File: src/rtl/ptr_pkg.sv
// ----------------------------------------------------------------------------
// ptr_pkg
// Shared types, codes and helpers of the planar tile pixel renderer.
// ----------------------------------------------------------------------------
package ptr_pkg;

   localparam int VIDEO_WORDS_DEF = 32768;
   localparam int COLOUR_ENTRIES  = 256;
   localparam int COLOUR_AW       = 8;

   // request actions
   localparam logic [1:0] ACT_VID_WR = 2'd0;
   localparam logic [1:0] ACT_COL_WR = 2'd1;
   localparam logic [1:0] ACT_RENDER = 2'd2;

   // register indexes
   localparam logic [1:0] REG_COLOR_DEPTH = 2'd0;
   localparam logic [1:0] REG_BIG_TILES   = 2'd1;
   localparam logic [1:0] REG_HIRES       = 2'd2;
   localparam logic [1:0] REG_TILE_BASE   = 2'd3;

   // colour depth codes
   localparam logic [1:0] DEPTH_2BPP   = 2'd0;
   localparam logic [1:0] DEPTH_4BPP   = 2'd1;
   localparam logic [1:0] DEPTH_8BPP   = 2'd2;
   localparam logic [1:0] DEPTH_AFFINE = 2'd3;

   typedef enum logic [2:0] {
      ST_IDLE,
      ST_PL_FETCH,
      ST_PL_WAIT,
      ST_PL_PIXEL,
      ST_MAP_RD,
      ST_MAP_LATCH,
      ST_AF_FETCH,
      ST_AF_PIXEL
   } state_type;

   typedef enum logic [1:0] {
      VSRC_MAP,
      VSRC_PLANE,
      VSRC_AFFINE
   } vid_src_type;

   typedef struct packed {
      logic [1:0]  color_depth;
      logic        big_tiles;
      logic        hires;
      logic [14:0] tile_data_base;
   } cfg_type;

   typedef struct packed {
      logic        load;
      logic        vid_wr;
      logic        col_wr;
      logic        vid_rd;
      vid_src_type vid_src;
      logic        chr_latch;
      logic        pix_issue;
      logic        pix_last;
      logic [2:0]  row;
      logic [2:0]  col;
      logic [1:0]  plane;
   } cmd_type;

   typedef struct packed {
      logic out_free;
   } status_type;

   function automatic logic [7:0] widen5(input logic [4:0] v);
      return {v, v[4:2]};
   endfunction

endpackage

File: src/rtl/ptr_ctrl.sv
// ----------------------------------------------------------------------------
// ptr_ctrl
// Sequencer: accepts requests, steps rows, columns and plane fetches.
// ----------------------------------------------------------------------------
module ptr_ctrl (
   input  logic                  clock,
   input  logic                  reset,
   input  logic                  req_valid,
   input  logic [1:0]            req_action,
   input  logic [1:0]            cfg_depth,
   input  ptr_pkg::status_type   status,
   output logic                  req_ready,
   output ptr_pkg::cmd_type      cmd
);

   ptr_pkg::state_type state_ff, state_in;
   logic [2:0] row_ff, row_in;
   logic [2:0] col_ff, col_in;
   logic [1:0] plane_ff, plane_in;
   logic [1:0] last_plane;
   logic       accept;
   logic       final_pix;

   assign req_ready = (state_ff == ptr_pkg::ST_IDLE);
   assign accept    = req_valid && req_ready;
   assign final_pix = (row_ff == 3'd7) && (col_ff == 3'd7);

   always_comb begin
      unique case (cfg_depth)
         ptr_pkg::DEPTH_2BPP: last_plane = 2'd0;
         ptr_pkg::DEPTH_4BPP: last_plane = 2'd1;
         default:             last_plane = 2'd3;
      endcase
   end

   always_ff @(posedge clock) begin
      if (reset) begin
         state_ff <= ptr_pkg::ST_IDLE;
         row_ff   <= '0;
         col_ff   <= '0;
         plane_ff <= '0;
      end else begin
         state_ff <= state_in;
         row_ff   <= row_in;
         col_ff   <= col_in;
         plane_ff <= plane_in;
      end
   end

   // next state
   always_comb begin
      state_in = state_ff;
      unique case (state_ff)
         ptr_pkg::ST_IDLE: begin
            if (accept && req_action == ptr_pkg::ACT_RENDER) begin
               state_in = (cfg_depth == ptr_pkg::DEPTH_AFFINE) ? ptr_pkg::ST_MAP_RD
                                                               : ptr_pkg::ST_PL_FETCH;
            end
         end
         ptr_pkg::ST_PL_FETCH: begin
            if (plane_ff == last_plane) state_in = ptr_pkg::ST_PL_WAIT;
         end
         ptr_pkg::ST_PL_WAIT:   state_in = ptr_pkg::ST_PL_PIXEL;
         ptr_pkg::ST_PL_PIXEL: begin
            if (status.out_free && col_ff == 3'd7) begin
               state_in = (row_ff == 3'd7) ? ptr_pkg::ST_IDLE : ptr_pkg::ST_PL_FETCH;
            end
         end
         ptr_pkg::ST_MAP_RD:    state_in = ptr_pkg::ST_MAP_LATCH;
         ptr_pkg::ST_MAP_LATCH: state_in = ptr_pkg::ST_AF_FETCH;
         ptr_pkg::ST_AF_FETCH:  state_in = ptr_pkg::ST_AF_PIXEL;
         ptr_pkg::ST_AF_PIXEL: begin
            if (status.out_free) begin
               state_in = final_pix ? ptr_pkg::ST_IDLE : ptr_pkg::ST_AF_FETCH;
            end
         end
         default:               state_in = ptr_pkg::ST_IDLE;
      endcase
   end

   // outputs and counters
   always_comb begin
      cmd          = '0;
      cmd.vid_src  = ptr_pkg::VSRC_MAP;
      cmd.row      = row_ff;
      cmd.col      = col_ff;
      cmd.plane    = plane_ff;
      row_in       = row_ff;
      col_in       = col_ff;
      plane_in     = plane_ff;
      unique case (state_ff)
         ptr_pkg::ST_IDLE: begin
            cmd.vid_wr = accept && (req_action == ptr_pkg::ACT_VID_WR);
            cmd.col_wr = accept && (req_action == ptr_pkg::ACT_COL_WR);
            cmd.load   = accept && (req_action == ptr_pkg::ACT_RENDER);
            row_in     = '0;
            col_in     = '0;
            plane_in   = '0;
         end
         ptr_pkg::ST_PL_FETCH: begin
            cmd.vid_rd  = 1'b1;
            cmd.vid_src = ptr_pkg::VSRC_PLANE;
            plane_in    = (plane_ff == last_plane) ? 2'd0 : plane_ff + 2'd1;
         end
         ptr_pkg::ST_PL_PIXEL, ptr_pkg::ST_AF_PIXEL: begin
            if (status.out_free) begin
               cmd.pix_issue = 1'b1;
               cmd.pix_last  = final_pix;
               col_in        = col_ff + 3'd1;
               if (col_ff == 3'd7) row_in = row_ff + 3'd1;
            end
         end
         ptr_pkg::ST_MAP_RD: begin
            cmd.vid_rd  = 1'b1;
            cmd.vid_src = ptr_pkg::VSRC_MAP;
         end
         ptr_pkg::ST_MAP_LATCH: cmd.chr_latch = 1'b1;
         ptr_pkg::ST_AF_FETCH: begin
            cmd.vid_rd  = 1'b1;
            cmd.vid_src = ptr_pkg::VSRC_AFFINE;
         end
         default: begin
         end
      endcase
   end

endmodule

File: config.mk
export PLATFORM = sky130hd
export DESIGN_NAME = ptr_ctrl
export DESIGN_NICKNAME = d
export VERILOG_FILES = /design/src/rtl/ptr_pkg.sv /design/src/rtl/ptr_ctrl.sv
export SDC_FILE = /design/constraint.sdc
export NUM_CORES = 1
export LEC_CHECK = 0
export BUFFER_PORTS_ARGS = -buffer_cell sky130_fd_sc_hd__buf_4
export CORE_MARGIN = 2
export CORE_UTILIZATION = 42
export DETAILED_ROUTE_END_ITERATION = 7
export PLACE_DENSITY = 0.7
export SYNTH_ARGS = -nofsm -noshare
export SYNTH_HDL_FRONTEND = slang
export SYNTH_SLANG_ARGS = --single-unit
File: constraint.sdc
create_clock -name clock -period 3.7 [get_ports clock]
set_clock_uncertainty 0.2 [all_clocks]
set_input_delay 0.555 -clock clock [delete_from_list [all_inputs] [get_ports clock]]
set_output_delay 0.555 -clock clock [all_outputs]
set_load 0.005 [all_outputs]
== After elaboration in Yosys (flattened, before gate mapping) ==
Cells that the tools add are included.

* Register bits after elaboration: 11
* Logic and storage cells: 63
* Input port bits: 8

* Muxes and demuxes: 21
* Reduce and logical (&&, ||, !) cells: 15
* Add/subtract/negate cells: 3
* Equal/unequal tests: 20

{| class="wikitable"
|+ Operators with widths
! operator !! count
|-
| $mux 3 || 10
|-
| $pmux 3 s8 || 1
|-
| $eq 3x3->1 const B || 6
|-
| $pmux 3 s2 || 2
|-
| $ne 2x2->1 const B || 5
|-
| $pmux 3 s3 || 1
|-
| $pmux 2 s2 || 2
|-
| $add 3x1->3 const B || 2
|-
| $eq 3x2->1 const B || 2
|-
| $logic_and 1x1->1 || 6
|-
| $mux 2 || 3
|-
| $eq 2x1->1 const B || 2
|-
| $eq 2x2->1 const B || 2
|-
| $logic_not 2->1 || 2
|-
| $reduce_and 4->1 || 1
|-
| $reduce_bool 2->1 || 2
|-
| $eq 3x1->1 const B || 1
|-
| $logic_not 3->1 || 1
|-
| $reduce_and 3->1 || 1
|-
| $add 2x1->2 const B || 1
|-
| $eq 2x2->1 || 1
|-
| $mux 1 || 2
|-
| $ne 2x1->1 const B || 1
|-
| $reduce_and 2->1 || 1
|-
| $reduce_or 2->1 || 1
|}

== Longest topological paths before layout ==
* Depth after elaboration: 5
* Mapped depth: 6
* Mapped depth without buffers: 6

== Least setup slack after synthesis ==
Ideal clock, no wire load.

* Path kind: input to output
* Start: input status
* End: output cmd[8] (netlist name)
* Setup slack: 1.909 ns
* Required time: 2.945 ns
* Stages on the path: 3
* Path buffers: 1
* Data arrival time: 1.036 ns
* Cells stage by stage: and3_1 -> buf_2 -> and3_1

{| class="wikitable"
|+ RTL lines
! item !! RTL line !! text
|-
| start: declaration || ptr_ctrl.sv:11 || <nowiki>input ptr_pkg::status_type status,</nowiki>
|-
| end: declaration || ptr_ctrl.sv:13 || <nowiki>output ptr_pkg::cmd_type cmd</nowiki>
|}

==> metrics.md <==
| Metric | Value |
|---|---|
| Simple-Gate Fraction of Synth Area | 28.4% |
| Slew of the pin with the lowest slew margin | 0.515 ns |
| TritonCTS buffer count | 3 |
| Drt drc | 0 |
| Count of endpoints failing setup in the final report | 0 |
| Setup fix buffers added after clock tree synthesis | 0 |
| Data arrival time of the critical path | 1.59 ns |
| Peak Freq | 0.426 GHz |
| Sequential cell area fraction in the yosys report | 31.1% |
| Number of inserted diodes | 0 |
| Depth of the worst register-to-register path | 4 |
| Final Instance Area | 906 um^2 |
| Share of the synthesized area in compound gates (AO/OA/AOI/OAI) | 22.1% |
| Maximum fanout encountered on the critical timing path | 16 |
| Die height | 45.1 um |
| Net count, final | 117 |
| Cell area after synthesis | 708 um^2 |
| Total GRT Usage | 17.3% |
| Worst IR drop on VDD | 0.234 mV |
| Count of antenna-violating nets left after detailed routing | 0 |
| Post-synthesis average cell area | 8.85 um^2 |
| Area growth from synthesis to layout | 27.9% |
| GP Congestion | 0.731 |
| Clock Tree Root | sky130_fd_sc_hd__clkbuf_4 |
| Run status | finished clean |
| Number of global-route vias before repair | 567 |
| 1st-pass router iterations | 4 |
| Net count of the mapped netlist | 92 |
| Cell Rows | 14 |
| Routed length per placed instance | 13.0 um |
| Count of unique library cells instantiated by Yosys | 37 |
| Max H-tree Level | 1 |
| Worst R2R Start | state_ff[1]$_SDFFE_PP0P_ |
| Count of instances resized after the clock tree is built | 0 |
| Number of buffers on the longest clock path | 2 |
| First DRT Iteration DRCs | 10 |
| Synthesis Warnings | 0 |
| Aggregate routed wire length | 1560 um |
| Power density over the cells | 379 nW/um^2 |
| CP Class | flip-flop to output port |
| Hold Path Class | primary input to flip-flop |
| I/O pin count | 26 |
| Initial antenna violation count | 0 |
| Multiplexer share of the synthesized area | 5.65% |
| Minimum setup slack among reg-to-reg paths | 1.88 ns |
| Worst path setup slack after routing | 1.35 ns |
| Post-route fraction of the period consumed by the critical path | 63.5% |
| Accumulated negative setup slack | 0 ns |
| Vias post-DR | 684 |
| Crit path time final | 2.35 ns |
| Adder-Cell Fraction of Synth Area | 7.07% |
| Share of layout cells above drive strength 1 | 32.7% |
| Hold Crit Depth | 2 |
| Leakage dissipation | 0.438 nW |
| Register clock-pin slew on the reported worst setup and hold paths | 0.07 ns |
| Setup repair after global routing missed its margin | false |
| Sum of net half-perimeters after detailed placement | 1160 um |
| Via/cell ratio | 5.70 |
| First-pass GRT wire length | 2550 um |
| Flops & latches, synth | 11 |
| Total core area | 1540 um^2 |
| Initial Utilization | 45.9% |
| CTS tree | built |
| Beginning of the worst hold path | reset |
| Number of standard cells after synthesis | 80 |
| Max-slew violations | 0 |
| Worst Setup SP | state_ff[1]$_SDFFE_PP0P_ |
| Fin. Hold Viols | 0 |
| DIE AREA | 2030 um^2 |
| Maximum number of pins on one net before global-route repair | 17 |
| Die boundary width | 45.1 um |
| Critical path startpoint category | flip-flop |
| Maxcap violations | 0 |
| Endpoint kind of the worst setup timing path | output port |
| Post-placement cell count | 116 |
| Synthesized-area fraction occupied by xor and xnor cells | 0% |
| Hold worst-path end | state_ff[1]$_SDFFE_PP0P_ |
| Non-Filler Instances | 120 |
| Data required time of the critical path | 2.94 ns |
| Area after detailed placement | 880 um^2 |
| Count of input and output buffers | 25 |
| Worst R2R End | row_ff[0]$_SDFFE_PP0P_ |
| Number of hold buffers added after cts | 0 |
| Worst rel slew slack | 65.6% |
| Clock sink count | 11 |
| WHS | 0.333 ns |
| Largest family of logic cells by synthesized area | simple AND/OR/NAND/NOR gates |
| Post-Place Setup Slack | 1.63 ns |
| Worst skew pair latency | 0.27 ns |
| Total gr overflow | 0 |
[routing by layer]
metal	GRT usage, %	vias up	part of all wire (%)
met3	7.20	2	6.8
met5	0	-	0
met2	26.3	20	47
met4	3.53	0	0.58
met1	23.2	314	46
li1	-	348	-
[layout make-up]
| cell class | instances | area (um^2) |
|---|---|---|
| multi-input combinational | 63 | 448 |
| fill | 141 | 636 |
| sequential | 11 | 220 |
| tap | 16 | 20.0 |
| inverter | 1 | 3.75 |
| clock buffer | 4 | 26.3 |
| timing repair buffer | 25 | 188 |
[synth_stat cells]
library cell / n / area, um^2
sky130_fd_sc_hd__a21o_2: 1 / 8.76
sky130_fd_sc_hd__a21oi_1: 2 / 10.0
sky130_fd_sc_hd__clkbuf_1: 2 / 7.51
sky130_fd_sc_hd__o221ai_1: 1 / 8.76
sky130_fd_sc_hd__nand3_1: 1 / 5.00
sky130_fd_sc_hd__and4b_1: 1 / 10.0
sky130_fd_sc_hd__a21o_1: 1 / 7.51
sky130_fd_sc_hd__nor3_2: 1 / 10.0
sky130_fd_sc_hd__buf_6: 1 / 11.3
sky130_fd_sc_hd__nand3b_1: 1 / 7.51
sky130_fd_sc_hd__and2b_1: 1 / 7.51
sky130_fd_sc_hd__or4_1: 1 / 7.51
sky130_fd_sc_hd__nor3b_1: 2 / 15.0
sky130_fd_sc_hd__ha_1: 4 / 50.1
sky130_fd_sc_hd__or4b_1: 1 / 10.0
sky130_fd_sc_hd__nor2b_1: 2 / 12.5
sky130_fd_sc_hd__o21bai_1: 1 / 7.51
sky130_fd_sc_hd__a22oi_1: 2 / 15.0
sky130_fd_sc_hd__mux2i_1: 4 / 40.0
sky130_fd_sc_hd__nor3b_2: 1 / 12.5
sky130_fd_sc_hd__o21a_1: 1 / 7.51
sky130_fd_sc_hd__dfxtp_1: 11 / 220
sky130_fd_sc_hd__o31ai_1: 2 / 15.0
sky130_fd_sc_hd__nor4_1: 1 / 6.26
sky130_fd_sc_hd__inv_2: 1 / 3.75
sky130_fd_sc_hd__o41ai_2: 1 / 16.3
sky130_fd_sc_hd__o211ai_1: 1 / 7.51
sky130_fd_sc_hd__a31o_2: 1 / 8.76
sky130_fd_sc_hd__buf_2: 1 / 5.00
sky130_fd_sc_hd__nor2_1: 10 / 37.5
sky130_fd_sc_hd__nor4bb_1: 2 / 20.0
sky130_fd_sc_hd__o21ai_1: 2 / 10.0
sky130_fd_sc_hd__and3_1: 4 / 25.0
sky130_fd_sc_hd__dlymetal6s2s_1: 1 / 12.5
sky130_fd_sc_hd__nand2_1: 4 / 15.0
sky130_fd_sc_hd__a2bb2oi_1: 1 / 8.76
sky130_fd_sc_hd__o21ai_0: 5 / 25.0
[cells in the final DEF (no fill, tap or decap), types with 2 or more instances in the layout]
master and count:
sky130_fd_sc_hd__clkbuf_4 3, sky130_fd_sc_hd__nor4bb_1 2, sky130_fd_sc_hd__o21ai_1 2, sky130_fd_sc_hd__o31ai_1 2
sky130_fd_sc_hd__mux2i_1 4, sky130_fd_sc_hd__a22oi_1 2, sky130_fd_sc_hd__a21oi_1 2, sky130_fd_sc_hd__nor3b_1 2
sky130_fd_sc_hd__nor2_1 10, sky130_fd_sc_hd__o21ai_0 5, sky130_fd_sc_hd__buf_4 25, sky130_fd_sc_hd__dfxtp_1 11
sky130_fd_sc_hd__nand2_1 4, sky130_fd_sc_hd__ha_1 4, sky130_fd_sc_hd__and3_1 4, sky130_fd_sc_hd__nor2b_1 2
[stage by stage]
step                utilization (%)  total power [W]
floorplan                         -         0.000222
global placement               57.1         0.000262
detailed placement             57.1         0.000263
CTS                            58.8         0.000348
global route                   58.8         0.000369
finish                         58.8         0.000343
[cell families after synthesis]
kind of cell               count (synthesis)
muxes                                      4
and+or+nand+nor                           33
buffers and inverters                      6
adders and majority gates                  4
DFF                                       11
AOI/OAI and AO/OA                         22
[worst max-delay path by stage]
stage | end | cells after the start
after floorplan | cmd[8] | 3
after global placement | cmd[15] | 3
final | cmd[15] | 3
after detailed placement | cmd[15] | 3
after global routing | cmd[15] | 3
after CTS | cmd[15] | 3
[flip-flops by register name (all words and copies together), names as in the netlist]
signal and flops:
col_ff 3, state_ff 3, plane_ff 2, row_ff 3
[power by group]
part           internal [W]  switching (W)  leakage (nW)
registers          0.000126      0.0000256        0.0890
clock network     0.0000417      0.0000414        0.0150
logic             0.0000606      0.0000478         0.334
[worst max-delay path, stage by stage (launching register included)]
cell and delay (ns):
sky130_fd_sc_hd__dfxtp_1 0.47, sky130_fd_sc_hd__nor3_2 0.39, sky130_fd_sc_hd__nor4bb_1 0.31, sky130_fd_sc_hd__buf_4 0.15
Note: power is estimated with default switching activity, not from simulation.
